`src/hdl/fdtd_pkg.sv`:
```
// Shared types and constants for the 1-D FDTD field row.
// Used by the cell, the update unit, the top level and the checker.
// No dependencies.
package fdtd_pkg;

	localparam int FIELD_W = 18;
	localparam int DIFF_W  = FIELD_W + 1;
	localparam int RATIO_W = 16;
	localparam int PROD_W  = DIFF_W + RATIO_W;
	localparam int SUM_W   = FIELD_W + 3;
	localparam int IDX_W   = 6;
	localparam int OP_W    = 2;
	localparam int CFG_IDX_W = 1;
	localparam int FRAC_W  = 15;

	localparam logic [RATIO_W-1:0] COURANT_RESET = 16'd16384;

	localparam logic signed [SUM_W-1:0] FIELD_MAX = 21'sd131071;
	localparam logic signed [SUM_W-1:0] FIELD_MIN = -21'sd131072;
	localparam logic signed [PROD_W-1:0] ROUND_HALF = 35'sd16384;

	// configuration register indexes
	localparam logic [CFG_IDX_W-1:0] REG_COURANT  = 1'b0;
	localparam logic [CFG_IDX_W-1:0] REG_BOUNDARY = 1'b1;

	typedef enum logic [OP_W-1:0] {
		OP_LOAD = 2'd0,
		OP_STEP = 2'd1,
		OP_READ = 2'd2
	} op_t;

	typedef enum logic [1:0] {
		ST_IDLE,
		ST_ROTATE,
		ST_STEP,
		ST_DONE
	} state_t;

	typedef logic signed [FIELD_W-1:0] field_t;
	typedef logic signed [DIFF_W-1:0]  diff_t;

endpackage

```
`src/hdl/fdtd_upd.sv`:
```
// Field update unit: old + round(ratio * diff), saturated to Q2.15.
// Product registered in the first stage, round and clamp after it. Depends on fdtd_pkg.
module fdtd_upd (
	input  logic                           clk,
	input  logic [fdtd_pkg::RATIO_W-1:0]   ratio,
	input  fdtd_pkg::field_t               old,
	input  fdtd_pkg::diff_t                diff,
	output fdtd_pkg::field_t               result,
	output logic                           sat
);
	import fdtd_pkg::*;

	logic signed [RATIO_W:0]   ratio_s;
	logic signed [PROD_W-1:0]  prod;
	logic signed [PROD_W-1:0]  prod_s1;
	field_t                    old_s1;
	logic signed [PROD_W-1:0]  rounded;
	logic signed [SUM_W-1:0]   incr;
	logic signed [SUM_W-1:0]   sum;

	assign ratio_s = $signed({1'b0, ratio});
	assign prod    = diff * ratio_s;

	always_ff @(posedge clk) begin
		prod_s1 <= prod;
		old_s1  <= old;
	end

	// floor after adding half rounds ties up
	assign rounded = prod_s1 + ROUND_HALF;
	assign incr    = SUM_W'(rounded >>> FRAC_W);
	assign sum     = SUM_W'(old_s1) + incr;

	always_comb begin
		sat    = 1'b0;
		result = FIELD_W'(sum);
		if (sum > FIELD_MAX) begin
			sat    = 1'b1;
			result = FIELD_W'(FIELD_MAX);
		end else if (sum < FIELD_MIN) begin
			sat    = 1'b1;
			result = FIELD_W'(FIELD_MIN);
		end
	end

endmodule

```
`config.mk`:
```
export PLATFORM = sky130hd
export DESIGN_NAME = fdtd_upd
export DESIGN_NICKNAME = d
export VERILOG_FILES = /design/src/hdl/fdtd_pkg.sv /design/src/hdl/fdtd_upd.sv
export SDC_FILE = /design/constraint.sdc
export NUM_CORES = 1
export LEC_CHECK = 0
export BUFFER_PORTS_ARGS = -buffer_cell sky130_fd_sc_hd__clkbuf_2
export CORE_MARGIN = 5
export CORE_UTILIZATION = 65
export CTS_BUF_LIST = sky130_fd_sc_hd__clkbuf_8 sky130_fd_sc_hd__clkbuf_16
export DETAILED_ROUTE_END_ITERATION = 8
export PLACE_DENSITY = 0.89
export SLEW_MARGIN = 20
export SYNTH_ARGS = -nofsm -noshare
export SYNTH_HDL_FRONTEND = slang
export SYNTH_SLANG_ARGS = --single-unit
```
`constraint.sdc`:
```
create_clock -name clk -period 19.56 [get_ports clk]
set_input_delay 1.956 -clock clk [delete_from_list [all_inputs] [get_ports clk]]
set_output_delay 1.956 -clock clk [all_outputs]
set_load 0.005 [all_outputs]
```
==> qor.txt <==
Top FF cell, synth: dfxtp_1
compound-cell area share of the yosys netlist: 6.69%
flops & latches, synth: 39
Slew headroom: 54.6%
multiplexer share of the synthesized area: 0.226%
# DRC: 0
Synth Area in Adders: 55.5%
Total GRT Usage: 26.8%
vias in the first global route: 11400
Worst Path Required: 19.76 ns
clock transition at the registers of the reported paths: 0.06 ns
core region area: 20200 µm²
final WL: 29900 µm
CTS tree: done
CTS Buf Count: 5
max frequency: 126 MHz
asr flop ratio synth: 0%
Max-cap violations: 0
Layout area overhead: 5.26%
PostCTS Resize Cnt: 0
Yosys cell types: 58
Total Die Area: 23400 µm²
Max Slew Vio Count: 0
crit path DAT: 8.15 ns
largest net degree at the start of global routing: 20
vias per cell: 5.67
initial antenna violation count: 1
nets@finish: 1978
gr ovfl total: 0
die height: 153 µm
Setup Fix Bufs, Post-CTS: 0
# diodes: 0
Iteration-0 DRC Markers: 762
crit path from: ratio[2]
main combinational cell family by area after synthesis: adder cells
kind of critical path: in2reg
# port buffers: 72
commonest cells after routing, fill and taps aside: inv_1 (377), fa_1 (301), nand2_1 (203)
number of routed nets with antenna violations: 0
simple logic cell fraction of the synthesized area: 15.6%
Hold Vio Cnt, Final: 0
hold buffers post-CTS: 0
DP Wirelength: 24900 µm
number of synthesized flops with an enable pin: 0
status: finished, final reports clean
clock root buffer: clkbuf_16
num rows: 52
layout cells sized above 1: 6.00%
final setup TNS: 0 ns
chip width: 153 µm
Tcrit/Tclk final: 40.6%
Max clock buf depth: 2
initial core utilization: 65.8%
First-pass DRT Iterations: 5
wire length of the first global-routing pass: 51700 µm
YS warnings: 0
hold wc startpoint: old[0]
Worst Setup End Kind: flop
commonest non-fill, non-tap cell in the layout: inv_1
H-tree depth: 2
Post-Syn Instances: 1487
sequential-to-total area share from yosys stat: 5.89%
fin crit period: 7.95 ns
xor/xnor share of the synthesized area: 3.96%
# clock sinks: 39
Hold Path Class: in2reg
Final setup violation count: 0
worst slew pin tran: 0.681 ns
I/O pin count: 73
Startpoint Class: input port
Avg Inst Size Synth: 8.92 µm²
gp weighted congestion: 0.907
drt wl/cell: 16.7 µm
worst-path fanout max: 19
Post-Synthesis Cell Area: 13300 µm²
Vias: 10100
Syn Nets: 1949
setup repair after global routing missed its margin: false
==> cell type report <==
type | instances | area (µm²)
Tap cell | 270 | 338
Clock inverter | 3 | 67.6
Sequential cell | 39 | 781
Timing Repair Buffer | 72 | 360
Fill cell | 1508 | 6210
Clock buffer | 5 | 125
Multi-Input combinational cell | 1021 | 10900
Inverter | 377 | 1420
==> worst max-delay path, stage by stage <==
cell and delay (ns):
clkbuf_2 0.41, nand2_1 0.16, fa_1 0.52, fa_1 0.57, fa_1 0.46, fa_1 0.55
inv_1 0.05, fa_1 0.49, fa_1 0.41, ha_1 0.32, and3_1 0.18, o31a_1 0.30
o311ai_2 0.26, o2111a_2 0.31, a31oi_4 0.13, a41oi_4 0.32, a21oi_2 0.13, or4b_1 0.49
o311ai_1 0.10
==> per-stage QoR <==
step | hold slack [ns] | worst slack [ns] | cell area, µm² | cells | utilization, %
2_1_floorplan | 1.98 | 11.57 | 13300 | 1487 | -
3_3_place_gp | 2.06 | 11.49 | 13800 | 1779 | 68.3
3_5_place_dp | 2.06 | 11.35 | 13800 | 1779 | 68.3
4_1_cts | 1.77 | 11.62 | 14000 | 1787 | 69.2
5_1_grt | 1.77 | 11.39 | 14000 | 1787 | 69.2
6_report | 1.77 | 11.61 | 14000 | 1787 | 69.2
==> final timing paths <==
path,end,cells after the start
max,prod_s1[30],19
min,old_s1[0],1
==> cell families (layout without fill, tap and decap cells) <==
family	Yosys count	count (layout)
compound gates	126	126
xor+xnor	60	60
fa+ha+maj	408	408
buf+inv	427	457
flops	39	39
mux	3	3
simple gates	424	424
==> state kept, by name (all words and copies together) (netlist names) <==
signal	cells
prod_s1	21
old_s1	18
==> layer usage <==
layer | global-route usage [%] | part of all wire [%] | vias up
met5 | 0 | 0 | -
met4 | 14.9 | 6.9 | 0
met3 | 2.57 | 6.2 | 158
met2 | 48.6 | 52 | 453
met1 | 31.0 | 35 | 5049
li1 | - | - | 4469
==> synth_stat cells, types with 2 or more instances <==
cell         n  area share (%)
a2111oi_0    2            0.13
a211oi_1     5            0.28
a21o_1      10            0.57
a21oi_1     32             1.2
a21oi_2      2            0.13
a311oi_1     2            0.13
and2_1     126             5.9
and3_1       8            0.38
buf_1        2           0.057
clkbuf_1    46             1.3
dfxtp_1     39             5.9
fa_1       301              45
ha_1       107              10
inv_1      377              11
mux2i_1      3            0.23
nand2_1    203             5.7
nand2b_1    10            0.47
nand3_1     14            0.53
nand3b_1     2            0.11
nand4_1      9            0.42
nor2_1      25            0.71
nor2b_1      9            0.42
nor3_1      10            0.38
o2111ai_1    3            0.20
o211ai_1     2            0.11
o21a_1       8            0.45
o21ai_0     18            0.68
o21ai_1     13            0.49
o21bai_1     3            0.17
o31a_1       4            0.26
o31ai_1      6            0.34
or3_1        2           0.094
xnor2_1     37             2.4
xor2_1      23             1.5
Power is left out: the tool's default activity adds up to more than one toggle a clock period on the data nets, which glitch-free logic cannot reach.
