$ cat src/hdl/fdtd_pkg.sv
// Shared types and constants for the 1-D FDTD field row.
// Used by the cell, the update unit, the top level and the checker.
// No dependencies.
package fdtd_pkg;

	localparam int FIELD_W = 18;
	localparam int DIFF_W  = FIELD_W + 1;
	localparam int RATIO_W = 16;
	localparam int PROD_W  = DIFF_W + RATIO_W;
	localparam int SUM_W   = FIELD_W + 3;
	localparam int IDX_W   = 6;
	localparam int OP_W    = 2;
	localparam int CFG_IDX_W = 1;
	localparam int FRAC_W  = 15;

	localparam logic [RATIO_W-1:0] COURANT_RESET = 16'd16384;

	localparam logic signed [SUM_W-1:0] FIELD_MAX = 21'sd131071;
	localparam logic signed [SUM_W-1:0] FIELD_MIN = -21'sd131072;
	localparam logic signed [PROD_W-1:0] ROUND_HALF = 35'sd16384;

	// configuration register indexes
	localparam logic [CFG_IDX_W-1:0] REG_COURANT  = 1'b0;
	localparam logic [CFG_IDX_W-1:0] REG_BOUNDARY = 1'b1;

	typedef enum logic [OP_W-1:0] {
		OP_LOAD = 2'd0,
		OP_STEP = 2'd1,
		OP_READ = 2'd2
	} op_t;

	typedef enum logic [1:0] {
		ST_IDLE,
		ST_ROTATE,
		ST_STEP,
		ST_DONE
	} state_t;

	typedef logic signed [FIELD_W-1:0] field_t;
	typedef logic signed [DIFF_W-1:0]  diff_t;

endpackage

$ cat src/hdl/fdtd_cell.sv
// One cell of the field ring: holds an electric and a magnetic value.
// Takes its neighbor's pair on every shift. Depends on fdtd_pkg.
module fdtd_cell (
	input  logic            clk,
	input  logic            arst_n,
	input  logic            shift,
	input  fdtd_pkg::field_t e_next,
	input  fdtd_pkg::field_t h_next,
	output fdtd_pkg::field_t e,
	output fdtd_pkg::field_t h
);
	import fdtd_pkg::*;

	field_t e_q;
	field_t h_q;

	always_ff @(posedge clk or negedge arst_n) begin
		if (!arst_n) begin
			e_q <= '0;
			h_q <= '0;
		end else if (shift) begin
			e_q <= e_next;
			h_q <= h_next;
		end
	end

	assign e = e_q;
	assign h = h_q;

endmodule

$ cat config.mk
export PLATFORM = sky130hd
export DESIGN_NAME = fdtd_cell
export DESIGN_NICKNAME = d
export VERILOG_FILES = /design/src/hdl/fdtd_pkg.sv /design/src/hdl/fdtd_cell.sv
export SDC_FILE = /design/constraint.sdc
export NUM_CORES = 1
export LEC_CHECK = 0
export BUFFER_PORTS_ARGS = -buffer_cell sky130_fd_sc_hd__buf_4
export CAP_MARGIN = 20
export CORE_MARGIN = 10
export CORE_UTILIZATION = 48
export CTS_CLUSTER_SIZE = 40
export DETAILED_ROUTE_END_ITERATION = 7
export PLACE_DENSITY = 0.84
export SKIP_CTS_REPAIR_TIMING = 1
export SLEW_MARGIN = 25
export SYNTH_ARGS = -nofsm -noshare
export SYNTH_HDL_FRONTEND = slang
export SYNTH_SLANG_ARGS = --single-unit
$ cat constraint.sdc
create_clock -name clk -period 1.45 [get_ports clk]
set_clock_uncertainty 0.15 [all_clocks]
set_input_delay 0 -clock clk [delete_from_list [all_inputs] [get_ports clk]]
set_output_delay 0 -clock clk [all_outputs]
set_load 0.01 [all_outputs]
==> impl_metrics.yaml, run 1 <==
power:
  powerDensity_nw_per_um2: 996
  p_comb_share_pct: 24.5
  seqPwrFrac_pct: 47.0
  intPower_w: 0.00186
  swShare_pct: 25.1
  ir_drop_uv: 659
  p_sw_w: 0.000622
  leakagePower_nw: 1.26
  pwr-share-clk_pct: 28.6
synthesis:
  synth-seq-cells: 36
  netlist_area_um2: 1490
  ys_warn_count: 0
  netlist_instances: 76
  synth.distinct_cells: 5
  avgSynthCellArea_um2: 19.6
  seq_area_frac_synth_pct: 60.5
  synth_fp_nets: 115
timing:
  slew_headroom_pct: 71.2
  fin_crit_sh_pct: 91.1
  final.setup.tns_ns: 0
  tightestPinTransition_ns: 0.432
  holdWs_ns: -0.0107
  min_period_ns: 1.32
  hold_viol: 12
  finalSetupViolations: 0
  rsz0062_at_grt: "no"
  maxSlewViolCount: 0
  max_freq_mhz: 757
placement:
  dp_hpwl_mm: 2.80
  io_buffers: 74
  dp_cells: 180
  place_area_um2: 2040
  gp_congestion: 0.710
critical_path:
  start_kind: "primary input"
  crit_type: "primary input to register"
  cp.required_ns: 1.53
  endpoint_kind: "register"
  arrival_ns: 1.41
  path_max_fanout: 19
worst_hold_path:
  hold_path.class: "primary input to asynchronous set/reset pin"
floorplan:
  initial_core_util_pct: 49.6
  chipWidth_um: 75.7
  die-height_um: 75.7
  num_io_pins: 75
  rows: 20
  core_um2: 3000
  dieArea_um2: 5730
clocking:
  cts_root_buf: "clkbuf_4"
  clk_pin_slew_worst_paths_ns: 0.12
  numCtsBuffers: 5
  insertion_delay_ns: 0.34
  clock_path_buffers: 2
  cts_tree: "built"
  clock-sinks: 36
  h-tree-depth: 2
routing:
  avgViaCountPerCell: 4.69
  wl_mm: 4.49
  drc: 0
  drtIter0Drc: 67
  wl_per_cell_um: 19.9
  ant_nets: 0
  vias: 1059
  drt_first_pass_iters: 4
finish:
  post-route-util_pct: 83.0
  register_area_um2: 901
  n_antenna_cell: 0
  final_area_um2: 2490
  n_fill_cell: 160
  num-nets-final: 231
  area_growth_pct: 67.3
  drive_above_1_share_pct: 61.1
  multiInputGateArea_um2: 518
  fin_cells: 226
grt:
  antenna_found_initial: 0
  grt_overflow: 0
  grt_pass1_vias: 1012
  grt_max_degree: 37
  grt_first_pass_wirelength_mm: 5.38
  grt.total_usage_pct: 13.0
run:
  maxCapViolations: 0
outcome:
  status: "finished with violations"
  violations: "negative hold slack"
==> sequential cells by signal, summed over array words and instances, names as in the netlist <==
name and cells:
h 18, e 18
==> through the flow <==
step | setup WS [ns] | power, W
floorplan | 0.521 | 0.00142
global placement | 0.350 | 0.00169
detailed placement | 0.322 | 0.00170
CTS | 0.387 | 0.00239
global route | 0.0954 | 0.00259
finish | 0.128 | 0.00248
==> path summary, 6_finish.rpt <==
| path | slack (ns) | start | cells after the start | end |
|---|---|---|---|---|
| min | -0.01 | arst_n | 2 | e[11] |
| min in group clk | 0.27 | h_next[15] | 3 | h[15] |
| max | 0.13 | shift | 4 | e[2] |
| min reg2reg | 0.37 | e[4] | 1 | e[4] |
| max in group asynchronous | 0.85 | arst_n | 2 | h[8] |
| max reg2reg | 0.50 | e[16] | 1 | e[16] |
==> kinds of logic (layout without fill, tap and decap cells) <==
| logic type | after synthesis | count (layout) | synth area share [%] |
|---|---|---|---|
| buf+inv | 4 | 121 | 4.79 |
| mux | 36 | 36 | 34.8 |
| flops | 36 | 36 | 60.5 |
==> power by group through the flow <==
stage                     clock [W]  sequential [W]  combinational (W)
after detailed placement          0         0.00118           0.000522
after floorplan                   0         0.00122           0.000196
final                      0.000709         0.00117           0.000607
after global placement            0         0.00118           0.000510
after global routing       0.000764         0.00118           0.000646
after CTS                  0.000701         0.00116           0.000524
==> Yosys cell counts <==
cell type	number	area (um^2)
buf_6	1	11.3
dfrtp_1	36	901
mux2_2	6	67.6
buf_12	3	60.1
mux2_4	30	450
==> layout make-up <==
class	instances	share of cell area (%)
timing repair buffer	113	38.4
sequential	36	36.1
multi-input combinational	36	20.8
clock buffer	6	1.66
tap	33	1.66
clock inverter	2	1.41
==> layer usage <==
layer	GRT usage (%)	part of all wire (%)
met3	5.73	5.7
met4	6.19	3.4
met1	12.7	34
met2	22.9	57
met5	0	0
==> critical path, stage by stage <==
cell	delay, ns
dlygate4sd3_1	0.53
buf_4	0.31
buf_12	0.23
mux2_4	0.32
==> placed cells by master (no fill, tap or decap), drive strengths merged <==
master       netlist  final
buf                4     75
dlygate4sd3        0     38
dfrtp             36     36
mux2              36     36
clkbuf             0      6
bufinv             0      1
clkinv             0      1
Note: power is estimated with default switching activity, not from simulation.
==> inputs of run 2 (changes only) <==
CORE_ASPECT_RATIO = 1.4   (was not set)
==> run 2 against run 1 <==
Effect of this change: critical endpoint is now h[12]; critical path type is now register to primary output; sequential power barely moved; die area grew 0.54%; the flow now finishes without violations; flip-flop and latch count stayed put; maximum frequency grew 33%; cell area decreased by 0.20%.
==> impl_metrics.yaml, run 2 (synthesis gave the netlist of run 1 again) <==
outcome:
  status: "completed"
critical_path:
  cp.required_ns: 1.30
  worst_path_dominant_cell_family: "flip-flops"
  worst-path-stages: 1
  cp_slowest_cell: "dfrtp_1"
  endpoint_kind: "primary output"
  crit_buf_inv: 1
  crit_chain: "buf_4"
  r2r-end: "h[12]"
  path_max_fanout: 2
  startpoint: "h[12]"
  arrival_ns: 0.84
  ff2ff_path_depth: 1
  slowest_delay_ns: 0.41
  regToRegStartpoint: "h[12]"
  start_kind: "register"
  r2r_setup_slack_ns: 0.49
  crit_type: "register to primary output"
placement:
  place_area_um2: 2050
  dp_cells: 185
  dp_hpwl_mm: 2.90
  gp_congestion: 0.782
  dp_slack_ns: 0.369
  io_buffers: 74
floorplan:
  num_io_pins: 75
  chipWidth_um: 67.1
  die-height_um: 85.9
  rows: 23
  dieArea_um2: 5760
  core_um2: 2940
  initial_core_util_pct: 50.8
routing:
  wl_per_cell_um: 20.2
  avgViaCountPerCell: 4.65
  drtIter0Drc: 18
  ant_nets: 0
  drt_first_pass_iters: 4
  drc: 0
  wl_mm: 4.60
  vias: 1056
grt:
  grt_first_pass_wirelength_mm: 5.81
  grt.total_usage_pct: 13.5
  grt_overflow: 0
  grt_pass1_vias: 1055
  grt_max_degree: 37
  antenna_found_initial: 0
power:
  intPower_w: 0.00181
  seqPwrFrac_pct: 48.6
  ir_drop_uv: 1100
  p_comb_share_pct: 25.3
  swShare_pct: 24.8
  pwr-share-clk_pct: 26.0
  leakagePower_nw: 1.25
  powerDensity_nw_per_um2: 968
  p_sw_w: 0.000597
worst_hold_path:
  hold_depth: 2
  hold_path.class: "primary input to register"
  min_delay_worst_endpoint: "e[1]"
  worstHoldStart: "shift"
finish:
  num-nets-final: 231
  final_cell_mix: "buf_4, dlygate4sd3_1, dfrtp_1"
  fin_cells: 227
  post-route-util_pct: 84.7
  n_antenna_cell: 0
  final_common_cell: "buf_4"
  final_area_um2: 2490
  drive_above_1_share_pct: 61.6
  area_growth_pct: 66.9
clocking:
  numCtsBuffers: 5
  clock_path_buffers: 2
  clk_pin_slew_worst_paths_ns: 0.06
  cts_root_buf: "clkbuf_8"
  insertion_delay_ns: 0.28
  clock-sinks: 36
  cts_tree: "built"
  h-tree-depth: 2
timing:
  tightestPinTransition_ns: 0.439
  rsz0062_at_grt: "no"
  min_period_ns: 0.995
  finalSetupViolations: 0
  max_freq_mhz: 1010
  slew_headroom_pct: 70.7
  final.setup.tns_ns: 0
  hold_viol: 0
  worst_slack_ns: 0.455
  maxSlewViolCount: 0
  fin_crit_sh_pct: 68.6
run:
  maxCapViolations: 0
-- run 2: power groups by stage --
| stage | Combinational, W | Clock [W] | Sequential (W) |
|---|---|---|---|
| floorplan | 0.000196 | 0 | 0.00122 |
| finish | 0.000610 | 0.000627 | 0.00117 |
| CTS | 0.000529 | 0.000633 | 0.00117 |
| global placement | 0.000511 | 0 | 0.00118 |
| global route | 0.000648 | 0.000692 | 0.00118 |
| detailed placement | 0.000526 | 0 | 0.00118 |
-- run 2: worst max-delay path by stage --
stage	end	slack, ns
after global placement	e[2]	0.41
final	h[12]	0.46
after CTS	h[5]	0.46
after global routing	h[12]	0.43
after detailed placement	h[16]	0.37
after floorplan	e[0]	0.52
-- run 2: stage by stage --
step,power (W),hold WS [ns]
2_1_floorplan,0.00142,-0.446
3_3_place_gp,0.00169,-0.184
3_5_place_dp,0.00171,-0.174
4_1_cts,0.00233,-0.479
5_1_grt,0.00252,0.00930
6_report,0.00241,0.0146
-- run 2: metal layers --
metal / part of all wire (%) / track usage, %
met5: 0 / 0
met2: 56 / 22.7
met1: 34 / 13.2
met3: 8.6 / 8.20
met4: 1.5 / 4.49
-- run 2: cell type report --
class | count | area (um^2)
fill | 147 | 448
multi-input combinational | 36 | 518
clock buffer | 5 | 68.8
timing repair buffer | 113 | 953
tap | 37 | 46.3
sequential | 36 | 901
==> inputs of run 3 (changes only) <==
CORE_UTILIZATION = 40   (was 48)
PLACE_DENSITY = 0.74   (was 0.84)
clock period = 0.9 ns   (was 1.45 ns; I/O delays follow)
==> run 3 against run 2 <==
Effect of this change: the flow now finishes with violations (negative hold slack, negative setup slack); hold slack got worse by 0.21 ns; sequential power up 63%; total power grew 79%; critical path depth rose by 1; die area up 15%; cell area up 12%; first-iteration DRC count rose by 44%; critical path type unchanged.
==> impl_metrics.yaml, run 3 (synthesis gave the netlist of run 1 again) <==
outcome:
  status: "finished with violations"
  violations: "negative hold slack, negative setup slack"
timing:
  worst_slack_ns: -0.169
  slew_headroom_pct: 70.2
  min_period_ns: 1.07
  max_freq_mhz: 936
  finalSetupViolations: 72
  hold_viol: 9
  maxSlewViolCount: 0
  final.setup.tns_ns: -4.90
  holdWs_ns: -0.192
  fin_crit_sh_pct: 119
  rsz0062_at_grt: "yes"
  tightestPinTransition_ns: 0.447
grt:
  grt.total_usage_pct: 11.4
  grt_pass1_vias: 1179
  grt_overflow: 0
  antenna_found_initial: 0
  grt_first_pass_wirelength_mm: 5.96
  grt_max_degree: 37
routing:
  vias: 1130
  wl_per_cell_um: 18.7
  avgViaCountPerCell: 4.57
  wl_mm: 4.63
  drc: 0
  ant_nets: 0
  drtIter0Drc: 26
  drt_first_pass_iters: 3
placement:
  place_area_um2: 2160
  dp_hpwl_mm: 2.96
  gp_congestion: 0.664
  io_buffers: 74
critical_path:
  path_max_fanout: 2
  crit_type: "register to primary output"
  r2r-end: "h[15]"
  ff2ff_path_depth: 2
  cp.required_ns: 0.75
  start_kind: "register"
  regToRegStartpoint: "h[15]"
  arrival_ns: 0.92
  r2r_setup_slack_ns: -0.17
  startpoint: "e[14]"
  endpoint_kind: "primary output"
  critical_path.endpoint: "e[14]"
clocking:
  cts_root_buf: "clkbuf_8"
  clk_pin_slew_worst_paths_ns: 0.08
  insertion_delay_ns: 0.27
  clock-sinks: 36
  h-tree-depth: 2
  cts_tree: "built"
  clock_path_buffers: 2
  numCtsBuffers: 5
finish:
  final_common_cell: "buf_6"
  final_cell_mix: "buf_6, buf_4, dfrtp_1"
  multiInputGateArea_um2: 518
  area_growth_pct: 86.7
  drive_above_1_share_pct: 67.8
  n_antenna_cell: 0
  num-nets-final: 243
  final_area_um2: 2780
  register_area_um2: 901
  n_fill_cell: 200
floorplan:
  dieArea_um2: 6600
  rows: 26
  initial_core_util_pct: 41.3
  core_um2: 3610
  die-height_um: 92.2
  num_io_pins: 75
  chipWidth_um: 71.6
worst_hold_path:
  hold_path.class: "primary input to register"
  worstHoldStart: "e_next[12]"
run:
  maxCapViolations: 0
power:
  pwr-share-clk_pct: 27.3
  p_sw_w: 0.00107
  powerDensity_nw_per_um2: 1550
  seqPwrFrac_pct: 44.3
  leakagePower_nw: 1.39
  intPower_w: 0.00324
  ir_drop_uv: 1650
  swShare_pct: 24.8
  p_total_w: 0.00431
  p_comb_share_pct: 28.3
-- run 3: cell types whose count changed in the layout (fill, tap and decap cells not counted) --
| cell | previous run | this run |
|---|---|---|
| buf_6 | 0 | 48 |
| buf_4 | 75 | 45 |
| dlygate4sd3_1 | 37 | 30 |
| clkinv_2 | 0 | 2 |
| buf_12 | 1 | 2 |
| clkbuf_8 | 5 | 6 |
-- run 3: metal layers --
layer | wire length (um) | vias up | part of all wire, % | track usage, %
li1 | - | 518 | - | -
met4 | 24 | 0 | 0.52 | 4.37
met3 | 364 | 2 | 7.9 | 5.18
met1 | 1580 | 571 | 34 | 11.8
met2 | 2660 | 39 | 57 | 19.3
met5 | 0 | - | 0 | 0
-- run 3: layout make-up --
type,count,area share [%]
timing repair buffer,125,43.8
sequential,36,32.4
multi-input combinational,36,18.6
clock buffer,6,2.97
tap,42,1.89
clock inverter,2,0.360
-- run 3: how the worst min path moves through the flow --
stage | depth (start not counted) | slack, ns | end
after CTS | 1 | -0.48 | e[15]
after floorplan | 0 | -0.45 | e[0]
after global routing | 2 | -0.19 | e[12]
after detailed placement | 1 | -0.17 | e[9]
after global placement | 1 | -0.17 | e[9]
final | 2 | -0.19 | e[12]
-- run 3: through the flow --
step	util (%)	setup slack [ns]	std cells
6_report	77.1	-0.169	247
3_5_place_dp	59.7	-0.0303	202
3_3_place_gp	59.7	-0.00417	202
5_1_grt	77.1	-0.198	247
4_1_cts	62.3	-0.201	210
2_1_floorplan	-	-0.0293	76
-- run 3: critical path: stages, from the launching register on --
cell,delay (ns)
dfrtp_1,0.41
buf_6,0.12
buf_6,0.11
-- run 3: power groups by stage --
| stage | Combinational (W) | Clock, W | Sequential, W |
|---|---|---|---|
| floorplan | 0.000316 | 0 | 0.00197 |
| global placement | 0.000907 | 0 | 0.00189 |
| detailed placement | 0.000931 | 0 | 0.00190 |
| CTS | 0.000934 | 0.00119 | 0.00188 |
| global route | 0.00130 | 0.00127 | 0.00193 |
| finish | 0.00122 | 0.00118 | 0.00191 |
